File: config.mk
export PLATFORM = sky130hd
export DESIGN_NAME = lfu_cache_table
export DESIGN_NICKNAME = d
export VERILOG_FILES = /design/src/rtl/lfu_pkg.sv /design/src/rtl/lfu_cache_table.sv /design/src/rtl/lfu_mem.sv
export SDC_FILE = /design/constraint.sdc
export NUM_CORES = 2
export LEC_CHECK = 0
export BUFFER_PORTS_ARGS = -buffer_cell sky130_fd_sc_hd__buf_2
export CORE_UTILIZATION = 50
export DETAILED_ROUTE_END_ITERATION = 16
export PLACE_DENSITY = 0.66
export SLEW_MARGIN = 25
export SYNTH_ARGS = -nofsm -noshare
export SYNTH_HDL_FRONTEND = slang
export SYNTH_HIERARCHICAL = 1
export SYNTH_SLANG_ARGS = --single-unit
File: constraint.sdc
create_clock -name clk_i -period 11.8 [get_ports clk_i]
set_input_delay 0.59 -clock clk_i [delete_from_list [all_inputs] [get_ports clk_i]]
set_output_delay 0.59 -clock clk_i [all_outputs]
set_load 0.005 [all_outputs]
File: src/rtl/lfu_pkg.sv
// ----------------------------------------------------------------------------
// lfu_pkg
// Shared constants and types for the LFU cache table.
// ----------------------------------------------------------------------------
package lfu_pkg;

  localparam int unsigned Entries   = 16;
  localparam int unsigned CountBits = 16;
  localparam int unsigned CapW      = 5;
  localparam logic [CapW-1:0] CapReset = CapW'(16);

  typedef enum logic {
    ACT_GET = 1'b0,
    ACT_PUT = 1'b1
  } action_e;

endpackage

File: src/rtl/lfu_cache_table.sv
// Steps: a match pass over the memory, a victim pass when a put must evict, an update pass,
// write-back and the result. A get miss or an ignored put skips the update pass.
// A new request is taken only while idle; busy is low again when done_o is high.
// Reset clears the valid bits and sets capacity to 16; memories are not cleared.
// The receiver cannot stall: done_o stands for one cycle and marks the result.
// ----------------------------------------------------------------------------
// lfu_cache_table
// LFU cache with LRU tiebreak, entries held in a synchronous memory.
// ----------------------------------------------------------------------------
module lfu_cache_table #(
  parameter int unsigned ENTRIES    = lfu_pkg::Entries,
  parameter int unsigned COUNT_BITS = lfu_pkg::CountBits
) (
  input  logic                         clk_i,
  input  logic                         rst_ni,
  input  logic                         start,
  output logic                         busy,
  input  logic                         action_i,
  input  logic signed [31:0]           key_i,
  input  logic signed [31:0]           value_i,
  input  logic                         cfg_valid_i,
  output logic                         cfg_ready_o,
  input  logic [lfu_pkg::CapW-1:0]     cfg_data_i,
  output logic                         done_o,
  output logic                         found_o,
  output logic signed [31:0]           read_value_o,
  output logic                         evicted_o,
  output logic signed [31:0]           evicted_key_o
);

  localparam int unsigned IdxW = (ENTRIES > 1) ? $clog2(ENTRIES) : 1;
  localparam int unsigned CntW = $clog2(ENTRIES + 1);
  localparam int unsigned AgeW = IdxW;
  localparam int unsigned RecW = 32 + 32 + COUNT_BITS + AgeW;
  localparam logic [COUNT_BITS-1:0] CountMax = '1;

  // sequencer states
  localparam logic [2:0] S_IDLE  = 3'd0;
  localparam logic [2:0] S_MATCH = 3'd1;
  localparam logic [2:0] S_VIC   = 3'd2;
  localparam logic [2:0] S_UPD   = 3'd3;
  localparam logic [2:0] S_DONE  = 3'd4;

  logic [2:0]   state_q, state_d;
  logic [CntW-1:0] ptr_q;        // issued read index (0..ENTRIES)
  logic [IdxW-1:0] ridx_q;       // index whose data is on rdata
  logic         rv_q;            // rdata valid this cycle
  logic [ENTRIES-1:0] valid_q;
  logic [lfu_pkg::CapW-1:0] cap_q;

  logic         act_q;
  logic [31:0]  key_q, val_q;
  logic         hit_q;
  logic [IdxW-1:0] hidx_q;
  logic [AgeW-1:0] hage_q;
  logic [31:0]  hval_q;
  logic         vic_q;
  logic [IdxW-1:0] vidx_q;
  logic [COUNT_BITS-1:0] vcnt_q;
  logic [AgeW-1:0] vage_q;
  logic [31:0]  vkey_q;
  logic         free_q;
  logic [IdxW-1:0] fidx_q;
  logic [CntW-1:0] occ_q;

  // plan decided after the match pass or the victim pass
  logic         mode_bump_q, mode_ins_q, do_evict_q;
  logic [IdxW-1:0] tgt_q;

  // memory
  logic         we;
  logic [IdxW-1:0] waddr, raddr;
  logic [RecW-1:0] wdata, rdata;
  logic [31:0]  r_key, r_val;
  logic [COUNT_BITS-1:0] r_cnt;
  logic [AgeW-1:0] r_age;

  assign {r_key, r_val, r_cnt, r_age} = rdata;

  lfu_mem #(.Width(RecW), .Depth(1 << IdxW)) u_mem (
    .clk_i   (clk_i),
    .we_i    (we),
    .waddr_i (waddr),
    .wdata_i (wdata),
    .raddr_i (raddr),
    .rdata_o (rdata)
  );

  logic [CntW-1:0] cap_eff;
  assign cap_eff = (32'(cap_q) > 32'(ENTRIES)) ? CntW'(ENTRIES) : CntW'(cap_q);

  assign busy        = (state_q != S_IDLE);
  assign cfg_ready_o = (state_q == S_IDLE) && !start;
  assign raddr       = ptr_q[IdxW-1:0];

  logic last_issue;
  assign last_issue = (ptr_q == CntW'(ENTRIES));
  logic r_live;
  assign r_live = rv_q && valid_q[ridx_q];

  // a pass walks the memory; the update pass only when something changes
  logic scan;
  assign scan = (state_q == S_MATCH) || (state_q == S_VIC) ||
                (state_q == S_UPD && (mode_bump_q || mode_ins_q));

  logic pass_end;
  assign pass_end = rv_q && ridx_q == IdxW'(ENTRIES - 1);

  // match and occupancy including the entry on rdata
  logic hit_next;
  assign hit_next = hit_q || (r_live && r_key == key_q);
  logic [CntW-1:0] occ_next;
  assign occ_next = occ_q + CntW'(r_live);

  // victim comparison
  logic better;
  assign better = !vic_q || (r_cnt < vcnt_q) || (r_cnt == vcnt_q && r_age > vage_q);

  // age, count and value update during the write pass
  logic [AgeW-1:0] new_age;
  logic [COUNT_BITS-1:0] new_cnt;
  logic [31:0]  new_val;
  always_comb begin
    new_age = r_age;
    new_cnt = r_cnt;
    new_val = r_val;
    if (mode_bump_q) begin
      if (ridx_q == tgt_q) begin
        new_age = '0;
        new_cnt = (r_cnt == CountMax) ? r_cnt : r_cnt + 1'b1;
        if (act_q == lfu_pkg::ACT_PUT) new_val = val_q;
      end else if (r_age < hage_q) begin
        new_age = r_age + 1'b1;
      end
    end else begin
      // insert, possibly after removing the victim at age vage_q
      if (do_evict_q && r_age > vage_q) new_age = r_age;
      else new_age = r_age + 1'b1;
    end
  end

  always_comb begin
    we    = 1'b0;
    waddr = ridx_q;
    wdata = {r_key, new_val, new_cnt, new_age};
    if (state_q == S_UPD && r_live && !(mode_ins_q && ridx_q == tgt_q)) begin
      we = 1'b1;
    end
    if (state_q == S_DONE && mode_ins_q) begin
      we    = 1'b1;
      waddr = tgt_q;
      wdata = {key_q, val_q, COUNT_BITS'(1), AgeW'(0)};
    end
  end

  // next state
  always_comb begin
    state_d = state_q;
    case (state_q)
      S_IDLE:  if (start) state_d = S_MATCH;
      S_MATCH: if (pass_end) begin
        if (act_q == lfu_pkg::ACT_PUT && cap_eff != '0 && !hit_next &&
            occ_next >= cap_eff) state_d = S_VIC;
        else state_d = S_UPD;
      end
      S_VIC:   if (pass_end) state_d = S_DONE - 3'd1;
      S_UPD:   if (!mode_bump_q && !mode_ins_q) state_d = S_DONE;
               else if (pass_end) state_d = S_DONE;
      S_DONE:  state_d = S_IDLE;
      default: state_d = S_IDLE;
    endcase
  end

  // sequencer and scan registers
  always_ff @(posedge clk_i or negedge rst_ni) begin
    if (!rst_ni) begin
      state_q <= S_IDLE;
      ptr_q   <= '0;
      rv_q    <= 1'b0;
      ridx_q  <= '0;
      valid_q <= '0;
      cap_q   <= lfu_pkg::CapReset;
      done_o  <= 1'b0;
      hit_q   <= 1'b0;
      vic_q   <= 1'b0;
      free_q  <= 1'b0;
      occ_q   <= '0;
      mode_bump_q <= 1'b0;
      mode_ins_q  <= 1'b0;
      do_evict_q  <= 1'b0;
    end else begin
      state_q <= state_d;
      done_o  <= (state_q == S_DONE);
      rv_q    <= scan && !last_issue;
      ridx_q  <= ptr_q[IdxW-1:0];
      if (pass_end) ptr_q <= '0;
      else if (scan && !last_issue) ptr_q <= ptr_q + 1'b1;
      if (cfg_valid_i && cfg_ready_o) cap_q <= cfg_data_i;
      case (state_q)
        S_IDLE: if (start) begin
          hit_q <= 1'b0; vic_q <= 1'b0; free_q <= 1'b0; occ_q <= '0;
          mode_bump_q <= 1'b0; mode_ins_q <= 1'b0; do_evict_q <= 1'b0;
          act_q <= action_i; key_q <= key_i; val_q <= value_i;
        end
        S_MATCH: if (rv_q) begin
          occ_q <= occ_next;
          if (r_live && r_key == key_q) begin
            hit_q <= 1'b1; hidx_q <= ridx_q; hage_q <= r_age; hval_q <= r_val;
          end
          if (!valid_q[ridx_q] && !free_q) begin
            free_q <= 1'b1; fidx_q <= ridx_q;
          end
          if (pass_end) begin
            if (hit_next) begin
              mode_bump_q <= (act_q == lfu_pkg::ACT_GET) || cap_eff != '0;
              tgt_q <= (r_live && r_key == key_q) ? ridx_q : hidx_q;
            end else if (act_q == lfu_pkg::ACT_PUT && cap_eff != '0 &&
                         occ_next < cap_eff) begin
              mode_ins_q <= 1'b1;
              tgt_q <= (!valid_q[ridx_q] && !free_q) ? ridx_q : fidx_q;
            end
          end
        end
        S_VIC: if (r_live) begin
          if (better) begin
            vic_q <= 1'b1; vidx_q <= ridx_q; vcnt_q <= r_cnt;
            vage_q <= r_age; vkey_q <= r_key;
          end
          if (pass_end) begin
            mode_ins_q <= 1'b1; do_evict_q <= 1'b1;
            tgt_q <= better ? ridx_q : vidx_q;
          end
        end else if (pass_end) begin
          mode_ins_q <= vic_q || free_q; do_evict_q <= vic_q;
          tgt_q <= vic_q ? vidx_q : fidx_q;
        end
        S_UPD: ;
        S_DONE: begin
          if (mode_ins_q) valid_q[tgt_q] <= 1'b1;
        end
        default: ;
      endcase
    end
  end

  // result registers
  always_ff @(posedge clk_i) begin
    if (state_q == S_DONE) begin
      found_o       <= hit_q;
      read_value_o  <= (hit_q && act_q == lfu_pkg::ACT_GET) ? hval_q : 32'hFFFF_FFFF;
      evicted_o     <= do_evict_q;
      evicted_key_o <= do_evict_q ? vkey_q : 32'd0;
    end
  end

  // checks
  a_done_pulse: assert property (@(posedge clk_i) disable iff (!rst_ni)
    done_o |=> !done_o) else $error("done pulse too long");
  a_idle_after_done: assert property (@(posedge clk_i) disable iff (!rst_ni)
    done_o |-> !busy) else $error("busy at done");
  a_evict_put: assert property (@(posedge clk_i) disable iff (!rst_ni)
    done_o && evicted_o |-> !found_o) else $error("evict on hit");
  a_get_noevict: assert property (@(posedge clk_i) disable iff (!rst_ni)
    (state_q == S_DONE && act_q == lfu_pkg::ACT_GET) |-> !mode_ins_q)
    else $error("get inserted");

endmodule

File: src/rtl/lfu_mem.sv
// ----------------------------------------------------------------------------
// lfu_mem
// Simple dual-port synchronous entry store, registered read.
// ----------------------------------------------------------------------------
module lfu_mem #(
  parameter int unsigned Width = 32,
  parameter int unsigned Depth = 16
) (
  input  logic                     clk_i,
  input  logic                     we_i,
  input  logic [$clog2(Depth)-1:0] waddr_i,
  input  logic [Width-1:0]         wdata_i,
  input  logic [$clog2(Depth)-1:0] raddr_i,
  output logic [Width-1:0]         rdata_o
);

  logic [Width-1:0] mem_q [Depth];

  // write port
  always_ff @(posedge clk_i) begin
    if (we_i) begin
      mem_q[waddr_i] <= wdata_i;
    end
  end

  // registered read port
  always_ff @(posedge clk_i) begin
    rdata_o <= mem_q[raddr_i];
  end

endmodule
### Word level (Yosys, flattened, before mapping)

Memories as Yosys holds them, arrays and structs flattened. A register that Yosys moved wholly into a read port is not among the register bits.
Index checks and enable logic that the tools add are counted.

* register bits: 281
* memory bits (writable): 1344
* word-level logic and storage cells: 200
* memories kept: 1

Memories
* u_mem.mem_q: depth 16, width 84, read ports 1, clocked after memory_dff 1, wr ports 1, RTL line lfu_mem.sv:17 `logic [Width-1:0] mem_q [Depth];`

* add/subtract/negate cells: 4
* order comparisons: 9
* equal/unequal tests: 23
* multiplexer cells: 70
* bitwise gates (word level): 2
* reduce and logical (&&, ||, !) cells: 61

Operator list (count)
* two-way mux 32 bit: 3
* two-way mux 84 bit: 1
* two-way mux 4 bit: 16
* two-way mux 16 bit: 3
* equality test 32 bit: 1
* two-way mux 1 bit: 26
* two-way mux 5 bit: 5
* AND reduction 4 bit: 6
* logical AND 1 bit: 21
* adder 16 x 1 -> 16 bit, second input constant: 1
* equality test 16 bit: 1
* equality test 16 bit, second input constant: 1
* < comparator 16 bit: 1
* != test 2 bit, second input constant: 8
* bitwise OR 16 bit: 1
* two-way mux 3 bit: 5
* AND reduction 3 bit: 5
* case mux 3 bit (4 select lines): 1
* < comparator 4 x 5 -> 1 bit, second input constant: 2
* case mux 1 bit (2 select lines): 5
* case mux 5 bit (2 select lines): 1
* logical NOT 1 bit: 9
* logical OR 1 bit: 8
* case mux 4 bit (2 select lines): 1
* 29 further kinds: 37

### Logic depth before layout (Yosys ltp)

* depth in word-level cells: 11
* mapped depth: 17

### Modules after synthesis

Netlist, hierarchy kept.

By module, submodules not included
* lfu_mem: instances 1, cells each 2154, area each 52048.7 um^2, seq. area each 42040.3 um^2
* lfu_cache_table: instances 1, cells each 971, area each 12629.6 um^2, seq. area each 8209.1 um^2

### Worst setup path after synthesis

Ideal clock, no wire load.

* path type: register -> register
* start point: register state_q[1]
* end point: memory u_mem/mem_q[0][0] (netlist name) (enable)
* library setup time: 0.629 ns
* arrival time: 9.470 ns
* required time: 11.171 ns
* setup slack: 1.701 ns
* cell stages (with the launch flop): 10
* buffers on the path: 3
* cell sequence: dfrtp_1 > clkbuf_1 > nor2_1 > and2_1 > nand2_1 > clkbuf_1 > buf_1 > nand2_1 > or3b_2 > nor3_1

* cells in the longest elaborated chain, start to end: 7
* elaborated cells on any way between the ends: 10

Ends and longest elaborated chain
* start: declaration: RTL line lfu_cache_table.sv:44 `logic [2:0] state_q, state_d;`
* start signal: assignment: RTL line lfu_cache_table.sv:192 `state_q <= state_d;`
* equality test 3 x 2 -> 1 bit: RTL line lfu_cache_table.sv:146 `if (state_q == S_UPD && r_live && !(mode_ins_q && ridx_q == tgt_q)) begin`
* logical AND 1 bit (2 in series): RTL line lfu_cache_table.sv:146
* two-way mux 1 bit: RTL line lfu_cache_table.sv:146
* two-way mux 1 bit (*): RTL line lfu_cache_table.sv:149 `if (state_q == S_DONE && mode_ins_q) begin`
* via we: RTL line lfu_cache_table.sv:71 `logic we;`
* two-way mux 1 bit (*): RTL line lfu_mem.sv:21 `if (we_i) begin`
* two-way mux 1 bit (not written as such) (*): RTL line lfu_mem.sv:22 `mem_q[waddr_i] <= wdata_i;`
* end: declaration: RTL line lfu_mem.sv:17

Mark *: on every way through the listed nets, which the timed path passes. The rest lies on a longest branch.

### Final worst setup path

* start point: register ridx_q[2]
* end point: memory u_mem/mem_q[2][35] (netlist name) (enable)

* cells in the longest elaborated chain, start to end: 9
* elaborated cells on any way between the ends: 13

Ends and longest elaborated chain
* start: declaration: RTL line lfu_cache_table.sv:46 `logic [IdxW-1:0] ridx_q;`
* start signal: assignment: RTL line lfu_cache_table.sv:195 `ridx_q <= ptr_q[IdxW-1:0];`
* binary-select mux 1 bit (select 4 bit): RTL line lfu_cache_table.sv:99 `assign r_live = rv_q && valid_q[ridx_q];`
* two-way mux 1 bit (not written as such): RTL line lfu_cache_table.sv:99
* logical AND 1 bit: RTL line lfu_cache_table.sv:99
* logical AND 1 bit: RTL line lfu_cache_table.sv:146
* logical AND 1 bit (*): RTL line lfu_cache_table.sv:146
* two-way mux 1 bit (*): RTL line lfu_cache_table.sv:146
* two-way mux 1 bit (*): RTL line lfu_cache_table.sv:149
* via we: RTL line lfu_cache_table.sv:71
* two-way mux 1 bit (*): RTL line lfu_mem.sv:21
* two-way mux 1 bit (not written as such) (*): RTL line lfu_mem.sv:22

Mark *: on every way through the listed nets, which the timed path passes. The rest lies on a longest branch. The select of a mux whose other input is x is not followed.

==> flow_metrics.env <==
export IMPL_ys_warnings_count=6
export IMPL_grt_max_degree=159
export IMPL_nets=3531
export IMPL_synth_xor_area_frac=0.00745
export IMPL_rsz0062_at_grt="no"
export IMPL_io_buffers=142
export IMPL_yosys_area_share_adder=0.00658
export IMPL_grtUsageMet3=0.0357
export IMPL_r2r_slack_ns=6.84
export IMPL_tightestPinTransition_ns=1.07
export IMPL_die_area_um2=131000
export IMPL_cts_sinks=1709
export IMPL_cts_max_level=4
export IMPL_worstPathArrival_ns=5.36
export IMPL_synth_edf_count=1579
export IMPL_ys_flop_type="edfxtp_1"
export IMPL_top_usage_layer="met2"
export IMPL_first_pass_iters=7
export IMPL_setup_tns_ns=0
export IMPL_min_path_cells=2
export IMPL_ir_worst_vdd_v=0.000229
export IMPL_antenna_found_initial=0
export IMPL_root_buffer="clkbuf_16"
export IMPL_gp_congestion=0.815
export IMPL_drive_gt1_frac=0.260
export IMPL_relSlewSlack=0.285
export IMPL_grt_use_met2=0.354
export IMPL_grt_first_pass_wirelength_um=211000
export IMPL_async_reset_ff_frac=0.0269
export IMPL_cts_made_buffers=170
export IMPL_yosysMostFrequentCell="edfxtp_1"
export IMPL_max_freq_mhz=202
export IMPL_fp_dieW_um=362
export IMPL_setup_worst_path_start_class="register"
export IMPL_yosysSeqAreaShare=0.777
export IMPL_cap_viol_max_count=0
export IMPL_grt_usage=0.218
export IMPL_syn_cell_area_um2=64700
export IMPL_synth_cell_type_count=64
export IMPL_clk_latency_ns=0.79
export IMPL_antenna_left=0
export IMPL_status="completed"
export IMPL_synthesis_nets=3233
export IMPL_initial_core_util=0.505
export IMPL_r2r_cells=10
export IMPL_dieHeight_um=362
export IMPL_synthSimpleGateAreaFrac=0.0343
export IMPL_drt_initial_drc_count=3095
export IMPL_fill_cells=9126
export IMPL_slew_violations=0
export IMPL_hp_class="in2reg"
export IMPL_synth_mux_area_frac=0.128
export IMPL_io_pins=143
export IMPL_synthCells=3125
export IMPL_wl_per_cell_um=26.6
export IMPL_ctsLongestPathBuffers=3
export IMPL_synth_commonest_cells="1579 x edfxtp_1, 337 x mux4_2, 233 x nand2_1"
export IMPL_synth_area_top_cells="edfxtp_1 73%, mux4_2 12%, dfxtp_1 2.6%, dfrtp_1 1.7%, a22oi_1 1.6%"
export IMPL_cp_end_kind="register"
export IMPL_regToRegStartpoint="ridx_q[2]"
export IMPL_cts_clk_slew_worst_paths_ns=0.06
export IMPL_hold_path_end="cap_q[3]"
export IMPL_synth_compound_area_share=0.0340
export IMPL_synth_top_family_by_area="multiplexers"
export IMPL_setup_viol=0
export IMPL_yosys_area_top_type_share=0.733
export IMPL_synth_area_per_cell_um2=20.7
export IMPL_core_um2=128000
export IMPL_reg2reg_to="u_mem/mem_q[2][35]"
export IMPL_viasPerCell=5.91
export IMPL_vias=31297
export IMPL_fin_crit_sh=0.420
export IMPL_fin_worst_skew_ns=0.0265
export IMPL_fin_crit_ns=4.96
export IMPL_whs_ns=0.0594
export IMPL_crit_fanout=54
export IMPL_min_from="cfg_data_i[3]"
export IMPL_met1_usage=0.306
export IMPL_cp_required_ns=12.20
export IMPL_drt_total_wl_um=141000
export IMPL_syn_to_final_growth_pct=14.5
export IMPL_grt_pass1_vias=32944
export IMPL_startpoint="ridx_q[2]"
export IMPL_cts_tree="done"
export IMPL_drc=0
export IMPL_path_class="reg2reg"
export IMPL_yosysTopAreaCell="edfxtp_1"
export IMPL_power_density_nw_per_um2=248
export IMPL_cellLeakagePower_uw=0.0243
export IMPL_hold_viol=0
export IMPL_grt_ovfl_total=0
export IMPL_dp_final_hpwl_um=74700
export IMPL_num_rows=131
export IMPL_antenna_diode_count=0
export IMPL_ys_seq_elements=1709
cell type report:
class | count | area, µm² | area share
Sequential cell | 1709 | 50300 | 0.679
Multi-Input combinational cell | 1234 | 13800 | 0.187
Clock buffer | 239 | 4810 | 0.0650
Tap cell | 1729 | 2160 | 0.0292
Timing Repair Buffer | 272 | 2070 | 0.0279
Clock inverter | 77 | 797 | 0.0108
Inverter | 36 | 135 | 0.00183
sequential cells by signal, indices dropped and copies added, names as in the netlist, 3 cells and up:
name	cells
occ_q	5
hage_q	4
vcnt_q	16
fidx_q	4
vidx_q	4
cap_q	5
vkey_q	32
evicted_key_o	32
u_mem/mem_q	1344
tgt_q	4
hval_q	32
read_value_o	32
vage_q	4
state_q	3
u_mem/rdata_o	84
ptr_q	5
ridx_q	4
val_q	32
key_q	32
valid_q	16
hidx_q	4
timing repair:
item | 4_1_cts | 5_1_grt
hold endpoints to repair | 110 | 0
setup buffers | 0 | 0
hold buffers | 66 | 0
resized for setup | 0 | 0
cell families after synthesis:
logic type | Yosys count
buf+inv | 182
flops | 1709
fa+ha+maj | 34
compound gates | 275
xor+xnor | 55
simple gates | 470
mux | 400
metrics by stage:
| step | setup slack (ns) | total power, µW | std cells | util | cell area (µm²) |
|---|---|---|---|---|---|
| global route | 6.64 | 19100 | 5296 | 0.578 | 74000 |
| floorplan | 1.70 | 11600 | 3125 | - | 64700 |
| CTS | 6.83 | 18500 | 5292 | 0.577 | 73900 |
| finish | 6.84 | 18400 | 5296 | 0.578 | 74000 |
| global placement | 6.74 | 12900 | 4906 | 0.527 | 67500 |
| detailed placement | 6.89 | 13000 | 4910 | 0.528 | 67600 |
how the worst max path moves through the flow:
stage                                     to  slack, ns  cells past startpoint
after CTS                 u_mem/mem_q[2][35]       6.83                     10
after detailed placement  u_mem/mem_q[2][38]       6.89                     10
after global routing      u_mem/mem_q[2][35]       6.64                     10
after global placement    u_mem/mem_q[3][38]       6.74                      9
after floorplan            u_mem/mem_q[0][0]       1.70                      9
final                     u_mem/mem_q[2][35]       6.84                     10
power by group:
group          switching (µW)  total (µW)  leakage, µW  internal, µW
logic                    2790        4590      0.00603          1800
registers                 429        8370       0.0155          7950
clock network            2220        5390      0.00275          3170
total                    5430       18400       0.0243         12900
worst max-delay path, stage by stage (launching register included):
cell      delay [ns]
dfrtp_1         0.81
mux2i_1         0.26
a221oi_2        0.42
a32o_1          0.28
and2_1          0.30
nand2_1         0.11
nand2_1         0.16
or3b_2          0.59
nor2_4          0.59
buf_16          0.24
buf_4           0.76
cell usage in the layout (no fill, tap or decap), types with 41 or more instances in the layout:
cell and instances:
buf_4 44, a22oi_1 134, dfrtp_1 43, mux2_2 49
a22oi_2 41, edfxtp_1 1579, dlygate4sd3_1 66, dfxtp_1 84
buf_2 142, clkbuf_1 46, nand2_1 232, mux4_2 337
clkbuf_16 176
layer usage:
metal	wire length, µm	vias up
met3	8900	213
met1	59700	16680
li1	-	13348
met5	0	-
met2	69100	1056
met4	3230	0
Note: power is estimated with default switching activity, not from simulation.
